### src/rtl/crts_pkg.sv
// ----------------------------------------------------------------------------
// crts_pkg
// Shared types and constants of the crosspoint route table shifter.
// ----------------------------------------------------------------------------
package crts_pkg;

  localparam int LINES    = 32;
  localparam int LINE_W   = $clog2(LINES);
  localparam int CHUNKS   = 64;
  localparam int CNT_W    = $clog2(CHUNKS);
  localparam int CHUNK_W  = 16;
  localparam int MODE_W   = 3;
  localparam int KIND_W   = 2;
  localparam int IN_W     = 24;
  localparam int OUT_W    = 24;

  localparam logic [MODE_W-1:0] MODE_ADD    = 3'd0;
  localparam logic [MODE_W-1:0] MODE_REMOVE = 3'd1;
  localparam logic [MODE_W-1:0] MODE_QUERY  = 3'd2;
  localparam logic [MODE_W-1:0] MODE_CLEAR  = 3'd3;
  localparam logic [MODE_W-1:0] MODE_FLUSH  = 3'd4;
  localparam logic [MODE_W-1:0] MODE_LOAD_X = 3'd5;
  localparam logic [MODE_W-1:0] MODE_LOAD_Y = 3'd6;

  localparam logic [KIND_W-1:0] KIND_ACK   = 2'd0;
  localparam logic [KIND_W-1:0] KIND_QUERY = 2'd1;
  localparam logic [KIND_W-1:0] KIND_CHUNK = 2'd2;
  localparam logic [KIND_W-1:0] KIND_SKIP  = 2'd3;

  typedef enum logic [2:0] {
    ST_IDLE  = 3'b001,
    ST_EXEC  = 3'b010,
    ST_FLUSH = 3'b100
  } state_t;

  typedef struct packed {
    logic capture;
    logic exec_go;
    logic flush_start;
    logic flush_sel;
    logic chunk_go;
  } cmd_t;

  typedef struct packed {
    logic is_flush;
    logic enabled;
    logic out_free;
    logic cnt_last;
  } stat_t;

endpackage

### src/rtl/crts_ctrl.sv
// ----------------------------------------------------------------------------
// crts_ctrl
// Sequencer: accepts an item, executes it, walks the chunks of a flush.
// ----------------------------------------------------------------------------
module crts_ctrl import crts_pkg::*; (
  input  logic  clk,
  input  logic  rst,
  input  logic  in_valid,
  output logic  in_ready,
  input  stat_t stat,
  output cmd_t  cmd
);

  state_t state;
  state_t state_next;

  always_ff @(posedge clk) begin
    if (rst) begin
      state <= ST_IDLE;
    end else begin
      state <= state_next;
    end
  end

  always_comb begin
    state_next = state;
    cmd        = '0;
    in_ready   = 1'b0;
    case (state)
      ST_IDLE: begin
        in_ready = 1'b1;
        if (in_valid) begin
          cmd.capture = 1'b1;
          state_next  = ST_EXEC;
        end
      end
      ST_EXEC: begin
        if (stat.is_flush && stat.enabled) begin
          cmd.flush_start = 1'b1;
          state_next      = ST_FLUSH;
        end else if (stat.out_free) begin
          cmd.exec_go = 1'b1;
          state_next  = ST_IDLE;
        end
      end
      ST_FLUSH: begin
        cmd.flush_sel = 1'b1;
        if (stat.out_free) begin
          cmd.chunk_go = 1'b1;
          if (stat.cnt_last) begin
            state_next = ST_IDLE;
          end
        end
      end
      default: begin
        state_next = ST_IDLE;
      end
    endcase
  end

endmodule

### src/rtl/crts_dp.sv
// ----------------------------------------------------------------------------
// crts_dp
// Datapath: line maps, route matrix, chunk counter and output register.
// ----------------------------------------------------------------------------
module crts_dp import crts_pkg::*; (
  input  logic                clk,
  input  logic                rst,
  input  cmd_t                cmd,
  output stat_t               stat,
  input  logic [IN_W-1:0]     in_data,
  input  logic                cfg_wr_en,
  input  logic                cfg_wr_data,
  output logic                out_valid,
  input  logic                out_ready,
  output logic [OUT_W-1:0]    out_data,
  output logic [KIND_W-1:0]   out_kind,
  output logic                out_last
);

  logic [LINES-1:0]  matrix [LINES];
  logic [LINE_W-1:0] x_map  [LINES];
  logic [LINE_W-1:0] y_map  [LINES];

  logic              enabled;
  logic [MODE_W-1:0] mode;
  logic [LINE_W-1:0] x_line;
  logic [LINE_W-1:0] y_line;
  logic [LINE_W-1:0] map_index;
  logic [LINE_W-1:0] map_value;
  logic [CNT_W-1:0]  cnt;

  logic              out_routed;
  logic [CHUNK_W-1:0] out_chunk;

  logic [LINE_W-1:0] px;
  logic [LINE_W-1:0] py;
  logic [LINE_W-1:0] frow;
  logic [LINE_W-1:0] rd_addr;
  logic [LINES-1:0]  row;
  logic [LINES-1:0]  bit_mask;
  logic              out_free;

  assign px       = x_map[x_line];
  assign py       = y_map[y_line];
  assign frow     = {~cnt[CNT_W-1], ~cnt[3:0]};
  assign rd_addr  = cmd.flush_sel ? frow : py;
  assign row      = matrix[rd_addr];
  assign bit_mask = LINES'(1) << px;
  assign out_free = !out_valid || out_ready;

  assign stat.is_flush = (mode == MODE_FLUSH);
  assign stat.enabled  = enabled;
  assign stat.out_free = out_free;
  assign stat.cnt_last = (cnt == CNT_W'(CHUNKS - 1));

  always_ff @(posedge clk) begin
    if (rst) begin
      enabled <= 1'b0;
    end else if (cfg_wr_en) begin
      enabled <= cfg_wr_data;
    end
  end

  always_ff @(posedge clk) begin
    if (cmd.capture) begin
      mode      <= in_data[2:0];
      x_line    <= in_data[7:3];
      y_line    <= in_data[12:8];
      map_index <= in_data[17:13];
      map_value <= in_data[22:18];
    end
  end

  always_ff @(posedge clk) begin
    if (rst) begin
      for (int i = 0; i < LINES; i++) begin
        matrix[i] <= '0;
        x_map[i]  <= LINE_W'(i);
        y_map[i]  <= LINE_W'(i);
      end
    end else if (cmd.exec_go) begin
      case (mode)
        MODE_ADD:    matrix[py] <= row | bit_mask;
        MODE_REMOVE: matrix[py] <= row & ~bit_mask;
        MODE_CLEAR: begin
          for (int i = 0; i < LINES; i++) begin
            matrix[i] <= '0;
          end
        end
        MODE_LOAD_X: x_map[map_index] <= map_value;
        MODE_LOAD_Y: y_map[map_index] <= map_value;
        default: ;
      endcase
    end
  end

  always_ff @(posedge clk) begin
    if (rst) begin
      cnt <= '0;
    end else if (cmd.flush_start) begin
      cnt <= '0;
    end else if (cmd.chunk_go) begin
      cnt <= cnt + CNT_W'(1);
    end
  end

  always_ff @(posedge clk) begin
    if (rst) begin
      out_valid <= 1'b0;
    end else if (cmd.exec_go || cmd.chunk_go) begin
      out_valid <= 1'b1;
    end else if (out_ready) begin
      out_valid <= 1'b0;
    end
  end

  always_ff @(posedge clk) begin
    if (cmd.chunk_go) begin
      out_kind   <= KIND_CHUNK;
      out_routed <= 1'b0;
      out_chunk  <= cnt[4] ? row[CHUNK_W-1:0] : row[LINES-1:CHUNK_W];
      out_last   <= stat.cnt_last;
    end else if (cmd.exec_go) begin
      out_routed <= 1'b0;
      out_chunk  <= '0;
      out_last   <= 1'b1;
      case (mode)
        MODE_QUERY: begin
          out_kind   <= KIND_QUERY;
          out_routed <= row[px];
        end
        MODE_FLUSH: out_kind <= KIND_SKIP;
        default:    out_kind <= KIND_ACK;
      endcase
    end
  end

  assign out_data = {{(OUT_W - CHUNK_W - 1){1'b0}}, out_chunk, out_routed};

endmodule

### src/rtl/crosspoint_route_table_shifter_unit.sv
// ----------------------------------------------------------------------------
// crosspoint_route_table_shifter_unit
// 32x32 crosspoint route matrix with x/y line maps and a serial flush.
// ----------------------------------------------------------------------------
// Items enter on s_axis; tdata carries mode, x_line, y_line, map_index and
// map_value. Results leave on m_axis: tuser is the result kind, tdata holds
// routed and chunk, tlast marks the final result of an item (for an enabled
// flush, the last chunk). cfg_wr_en/cfg_wr_data write the enable register.
// An item is accepted in the idle state and executed in the exec state once
// the output register is free; a single result is then registered in the
// output register. An enabled flush sends 64 chunks from the shared row read
// port, one per cycle while the receiver does not stall.
// s_axis_tready is low while an item is being executed or flushed.
// When the receiver stalls, the output register holds its item; execution
// and the flush walk pause until the register is free.
// Reset clears all routes, sets both maps to identity, clears enable and
// empties the output register; the block accepts items in the next cycle.
// ----------------------------------------------------------------------------
module crosspoint_route_table_shifter_unit import crts_pkg::*; (
  input  logic              clk,
  input  logic              rst,
  input  logic              s_axis_tvalid,
  output logic              s_axis_tready,
  // mode[2:0], x_line[7:3], y_line[12:8], map_index[17:13], map_value[22:18]
  input  logic [IN_W-1:0]   s_axis_tdata,
  output logic              m_axis_tvalid,
  input  logic              m_axis_tready,
  // routed[0], chunk[16:1]
  output logic [OUT_W-1:0]  m_axis_tdata,
  // kind[1:0]
  output logic [KIND_W-1:0] m_axis_tuser,
  output logic              m_axis_tlast,
  input  logic              cfg_wr_en,
  input  logic              cfg_wr_data
);

  cmd_t  cmd;
  stat_t stat;

  crts_ctrl u_ctrl (
    .clk      (clk),
    .rst      (rst),
    .in_valid (s_axis_tvalid),
    .in_ready (s_axis_tready),
    .stat     (stat),
    .cmd      (cmd)
  );

  crts_dp u_dp (
    .clk         (clk),
    .rst         (rst),
    .cmd         (cmd),
    .stat        (stat),
    .in_data     (s_axis_tdata),
    .cfg_wr_en   (cfg_wr_en),
    .cfg_wr_data (cfg_wr_data),
    .out_valid   (m_axis_tvalid),
    .out_ready   (m_axis_tready),
    .out_data    (m_axis_tdata),
    .out_kind    (m_axis_tuser),
    .out_last    (m_axis_tlast)
  );

endmodule

### config.mk
export PLATFORM = sky130hd
export DESIGN_NAME = crosspoint_route_table_shifter_unit
export DESIGN_NICKNAME = d
export VERILOG_FILES = /design/src/rtl/crts_pkg.sv /design/src/rtl/crts_ctrl.sv /design/src/rtl/crts_dp.sv /design/src/rtl/crosspoint_route_table_shifter_unit.sv
export SDC_FILE = /design/constraint.sdc
export NUM_CORES = 2
export LEC_CHECK = 0
export BUFFER_PORTS_ARGS = -buffer_cell sky130_fd_sc_hd__buf_2
export CORE_MARGIN = 1.5
export CORE_UTILIZATION = 45
export DETAILED_ROUTE_END_ITERATION = 8
export PLACE_DENSITY = 0.57
export SYNTH_ARGS = -nofsm -noshare
export SYNTH_HDL_FRONTEND = slang
export SYNTH_SLANG_ARGS = --single-unit
### constraint.sdc
create_clock -name clk -period 8.65 [get_ports clk]
set_input_delay 0 -clock clk [delete_from_list [all_inputs] [get_ports clk]]
set_output_delay 0 -clock clk [all_outputs]
set_load 0.05 [all_outputs]
* Word-level counts from Yosys, hierarchy flattened
Memory sizes are Yosys's and may differ from the RTL's. A register that Yosys moved wholly into a read port is not among the register bits.
Cells that the tools add are included.
** Word-level totals
- RAM bits :: 1344
- Memories kept :: 3
- Memory bits (read-only) :: 0
- Logic and storage cells :: 175
- Output and inout port bits :: 29
- Bits in registers :: 54
- Bits in latches :: 0
- Bits of input ports :: 30
** Cells by class
- Reductions and logical operators :: 12
- Multiplexer cells :: 92
- Shift operators :: 1
- Divide/modulo/power cells :: 0
- Equality and inequality tests :: 14
- $mul :: 0
- Add/subtract/negate cells :: 1
- Bitwise logic cells :: 38
- $lt $le $gt $ge :: 1
** Memories
- u_dp.matrix :: depth 32, bits a word 32, rd ports 1, clocked after Yosys merged registers in 0, write ports 32, line crts_dp.sv:20 : logic [LINES-1:0] matrix [LINES];
- u_dp.x_map :: depth 32, bits a word 5, rd ports 1, clocked after Yosys merged registers in 1, write ports 32, line crts_dp.sv:21 : logic [LINE_W-1:0] x_map [LINES];
- u_dp.y_map :: depth 32, bits a word 5, rd ports 1, clocked after Yosys merged registers in 1, write ports 32, line crts_dp.sv:22 : logic [LINE_W-1:0] y_map [LINES];
** Operators with widths (count)
- $mux W32 :: 34
- $mux W16 :: 3
- $mux W5 :: 8
- $mux W1 :: 37
- $or A1 B1 Y1 :: 33
- $and A32 B32 Y32 :: 1
- $not A32 Y32 :: 1
- $or A32 B32 Y32 :: 1
- $reduce_or A32 Y1 :: 1
- $shl A1 B5 Y32 const A :: 1
- $mux W3 :: 5
- $eq A3 B3 Y1 const B :: 4
- $reduce_or A5 Y1 :: 2
- $eq A3 B2 Y1 const B :: 3
- $pmux W3 S3 :: 1
- $add A6 B1 Y6 const B :: 1
- $eq A3 B1 Y1 const B :: 2
- $eq A6 B6 Y1 const B :: 1
- $lt A5 B6 Y1 const B :: 1
- $bmux W1 S5 :: 1
- $mux W2 :: 2
- $ne A2 B2 Y1 const B :: 2
- $not A4 Y4 :: 1
- $pmux W2 S2 :: 1
- 10 further kinds :: 12

* Depth between registers and ports, before layout
- Depth after elaboration :: 11
- Gate-level depth with buffers :: 22
- Mapped depth without buffers :: 13

* By module
Synthesis repeated with hierarchy kept, for this count alone.
** Unflattened totals
- Cell total of the unflattened synthesis :: 5434
- Area total of the unflattened synthesis :: 64410.5 um2
** By module, submodules not included
- crts_dp :: cells each 5408, sequential area each 41980.3 um2, times used 1, area an instance 64205.3 um2
- crts_ctrl :: cells each 26, sequential area each 60.1 um2, times used 1, area an instance 205.2 um2

* Least setup slack after synthesis
OpenSTA, ideal clock, no wires.
- Path type :: register to register
- From :: reg (tool-made name)
- To :: mem u_dp.matrix[0][8], data pin
- Buffers on the path :: 4
- Arrival :: 3.639 ns
- Slack :: 4.745 ns
- Period minus slack after synthesis :: 3.905 ns
- Data required time :: 8.384 ns
- Setup time :: 0.266 ns
- Cell stages (with the launch flop) :: 12
- Cells stage by stage :: dfxtp_1 -> buf_2 -> buf_1 -> mux4_2 -> mux4_2 -> mux2i_1 -> nor2b_1 -> clkbuf_1 -> nand2_1 -> o21ai_1 -> clkbuf_1 -> nor2_1
** RTL lines (line)
- to (decl) :: crts_dp.sv:20

==> flow_summary.toml <==
[sta]
finalWorstPathRequiredPeriod_ns = 7.03
worst_clock_skew_ns = 0.0289
timing.slew.headroom_pct = 12.8
report.final.slew_viol_count = 0
final_hold_viol_count = 0
timing.final.crit_share_pct = 81.3
setup_viol_count_final = 0
setup_slack_ns = 1.62
max_clock_freq_mhz = 142
rsz0062_at_grt = "no"
timing.setup.tns_ns = 0
worst_pin_slew_ns = 1.27

[detailed_routing]
vias_per_cell = 6.10
detail_route.first_pass.iterations = 6
drt-wirelength-per-cell_um = 28.8
detail_route.drc_violations = 0
drt.antenna.violating_nets = 0
finalWirelength_um = 211000
drtIter0Drc = 5838
detailroute.via_count = 44700

[global_routing]
grt_pass1_wl_um = 302000
global_route.overflow_total = 0
grt_max_degree = 92
number_of_antenna_violations_at_the_first_check_in_global_routing = 11
grt_pass1_vias = 42300
grtUsageTotal_pct = 28.8

[power_and_ir_drop]
switching_power_w = 0.00638
power.share.switching_pct = 33.8
finalPower_w = 0.0189
internal_w = 0.0125
portion_of_total_power_attributed_to_the_clock_network_pct = 34.0
share_comb_of_total_power_pct = 24.8
vdd_ir_max_uv = 236
seqPwrFrac_pct = 41.2
power_density_nw_per_um2 = 263
power_leakage_nw = 25.5

[floorplanning]
dieHeight_um = 381
dieArea_um2 = 145000
die_x_um = 381
design.core.area_um2 = 141000
fp-row-count = 138
initial_utilization_pct = 45.4
top_level_ports = 59

[critical_path]
r2r-end = "u_dp.matrix[13][11]"
worst_setup_path_end_kind = "register"
critPathRequiredTime_ns = 9.18
worst_r2r_path_depth = 17
regToRegSetupSlack_ns = 1.62
timing.critical_path.max_delay_family = "compound AO/OA/AOI/OAI gates"
path_class = "reg -> reg"
startpoint_type = "register"
path_buf_inv = 5
cpMaxStageDelayCell = "sky130_fd_sc_hd__nor2b_1"
crit_path_max_incr_delay_ns = 0.92
timing.critical_path.mode_cell = "sky130_fd_sc_hd__buf_4"
worst-endpoint-arrival_ns = 7.56
path_max_fanout = 30
crit_path_cell_trace = "buf_4 > nor2b_1 > a22oi_1 > a21oi_1 > nor4_4 > buf_4 > a21oi_4 > buf_4 > buf_4 > o21ai_0 > o22ai_1 > o22ai_1 > nor4_1 > nand2_1 > o21ai_2 > buf_4 > nor2_1"

[worst_hold_path]
holdCritStartpoint = "s_axis_tvalid"
worstHoldPathType = "in -> reg"
holdPathEnd = "u_ctrl.state[0]"
min_path_cells = 3

[clocking]
tritoncts = "built"
clkTransAtPathRegs_ns = 0.06
worst_skew_pair_later_pin_latency_ns = 0.81
cts.sink_count = 1408
cts-htree-levels = 4
cts.root.buffer_cell = "sky130_fd_sc_hd__clkbuf_16"
cts-buffers-inserted = 152
cts_buffer_depth = 3

[job]
timing.max_cap.violations = 0

[synth]
ys_dominant_reg_cell = "sky130_fd_sc_hd__edfxtp_1"
netlist-cell-type-count = 94
average_cell_area_after_synthesis_um2 = 11.9
synth-edff-count = 1384
total_standard_cell_area_after_synthesis_um2 = 64100
synthArstFlopShare_pct = 0
synth-seq-cells = 1408
synth-seq-area-share_pct = 65.5
yosys_warnings = 0
netlist_instances = 5391

[outcome]
run_status = "complete, no violations"

[finish]
final_net_count = 5335
area_growth_from_synthesis_to_final_layout_pct = 11.8
fillCellCount = 12400
drive_above_1_share_pct = 12.4

[placement]
gpl.final_weighted_congestion = 0.991
placement.setup.worst_slack_ns = 1.90
placement.io_buffers = 50
dpl.hpwl_um = 124000
## layout by cell type, fill, tap and decap left out, types with 79 or more instances in the layout
cell and instances:
sky130_fd_sc_hd__or3_1 122, sky130_fd_sc_hd__and3_1 154, sky130_fd_sc_hd__nand3_1 117, sky130_fd_sc_hd__a21oi_1 259, sky130_fd_sc_hd__mux4_2 79, sky130_fd_sc_hd__a22oi_1 85, sky130_fd_sc_hd__clkbuf_16 155, sky130_fd_sc_hd__nor2_1 1118
sky130_fd_sc_hd__edfxtp_1 1384, sky130_fd_sc_hd__mux2i_1 197, sky130_fd_sc_hd__nand2_1 650, sky130_fd_sc_hd__buf_4 144
## cell usage after synthesis (27+ instances only)
cell,n,area share (%)
sky130_fd_sc_hd__and3_1,154,1.5
sky130_fd_sc_hd__nor2_1,1120,6.6
sky130_fd_sc_hd__nand2b_1,27,0.26
sky130_fd_sc_hd__a22oi_1,85,0.99
sky130_fd_sc_hd__nand2_1,684,4.0
sky130_fd_sc_hd__buf_4,44,0.52
sky130_fd_sc_hd__a21o_1,50,0.59
sky130_fd_sc_hd__clkbuf_1,285,1.7
sky130_fd_sc_hd__buf_2,147,1.1
sky130_fd_sc_hd__a21oi_1,263,2.1
sky130_fd_sc_hd__or3_1,122,1.2
sky130_fd_sc_hd__nand3_1,117,0.91
sky130_fd_sc_hd__o22ai_1,35,0.34
sky130_fd_sc_hd__and2_1,44,0.43
sky130_fd_sc_hd__or2_2,48,0.47
sky130_fd_sc_hd__a211oi_1,35,0.41
sky130_fd_sc_hd__mux2i_1,208,3.2
sky130_fd_sc_hd__a22o_1,62,0.85
sky130_fd_sc_hd__mux4_2,79,2.8
sky130_fd_sc_hd__edfxtp_1,1384,65
sky130_fd_sc_hd__a31oi_1,29,0.28
## worst register-to-register path: cells and delay by family, from the launching register on
| family | cells | cell delay (ns) |
|---|---|---|
| buf+inv | 5 | 1.90 |
| flops | 1 | 0.31 |
| simple gates | 5 | 1.88 |
| compound gates | 7 | 2.66 |
## metrics by stage
step                instances  hold WS [ns]  utilization (%)  area [um2]
global route             7321         0.105             50.7       71700
global placement         6988         0.176             46.9       66300
finish                   7322        0.0746             50.7       71700
CTS                      7321        0.0533             50.7       71700
detailed placement       6988         0.178             46.9       66300
floorplan                5397        0.0989                -       64200
## registers in the layout (all words and copies together) (netlist names), named ones only
name and count:
u_dp.matrix 1024, u_dp.x_map 160, u_dp.y_map 160, u_dp.out_chunk 16, u_dp.cnt 6, u_dp.map_index 5
u_dp.map_value 5, u_dp.x_line 5, u_dp.y_line 5, u_ctrl.state 3, u_dp.mode 3, u_dp.out_kind 2
u_dp.enabled 1, u_dp.out_last 1, u_dp.out_routed 1, u_dp.out_valid 1
## worst max path at each step
stage,startpoint,end,slack [ns],cells past startpoint
3_3_place_gp,register,u_dp.matrix[10][18],1.85,12
6_report,register,u_dp.matrix[13][11],1.62,17
3_5_place_dp,register,u_dp.matrix[14][18],1.90,12
5_1_grt,register,u_dp.matrix[12][11],1.57,16
4_1_cts,register,u_dp.matrix[14][18],1.87,12
2_1_floorplan,register,u_dp.matrix[0][8],4.75,11
## logic make-up (layout without fill, tap and decap cells)
kind of cell | after synthesis | in the layout | share of synthesized area, %
buffers and inverters | 524 | 558 | 3.80
multiplexers | 314 | 314 | 6.50
adder cells (fa/ha/maj) | 1 | 1 | 0.0195
AND/OR/NAND/NOR | 2401 | 2401 | 16.3
XOR/XNOR | 6 | 6 | 0.0819
AO/OA/AOI/OAI | 736 | 736 | 7.78
flip-flops | 1408 | 1408 | 65.5
other | 1 | 8 | 0.00585
## cell type report
| type | count | area (um2) | area share [%] |
|---|---|---|---|
| inverters | 14 | 52.6 | 0.0733 |
| clock buffers | 211 | 4190 | 5.84 |
| diodes | 1 | 2.50 | 0.00349 |
| clock inverters | 70 | 662 | 0.923 |
| well taps | 1890 | 2360 | 3.30 |
| repair buffers | 263 | 2190 | 3.06 |
| flip-flops and latches | 1408 | 42000 | 58.7 |
| multi-input cells | 3465 | 20200 | 28.1 |
## layer usage
metal	wire length [um]	vias to the layer above	global-route usage [%]
li1	-	19300	-
met1	87600	22600	41.1
met2	92200	2412	42.4
met3	21500	422	6.05
met4	9850	8	12.8
met5	57	-	0
## power groups by stage
stage               clock, W  combinational (W)  sequential, W
CTS                  0.00646            0.00456        0.00778
global placement           0            0.00452        0.00792
floorplan                  0            0.00258        0.00789
detailed placement         0            0.00453        0.00792
finish               0.00641            0.00468        0.00778
global route         0.00670            0.00482        0.00780
## repair_timing
item                                   4_1_cts  5_1_grt
setup buffers                                0        0
resized for setup                            0        0
hold buffers                                52        0
endpoints found under the hold margin       41        0
No activity file was read; power rests on OpenSTA's default activity.
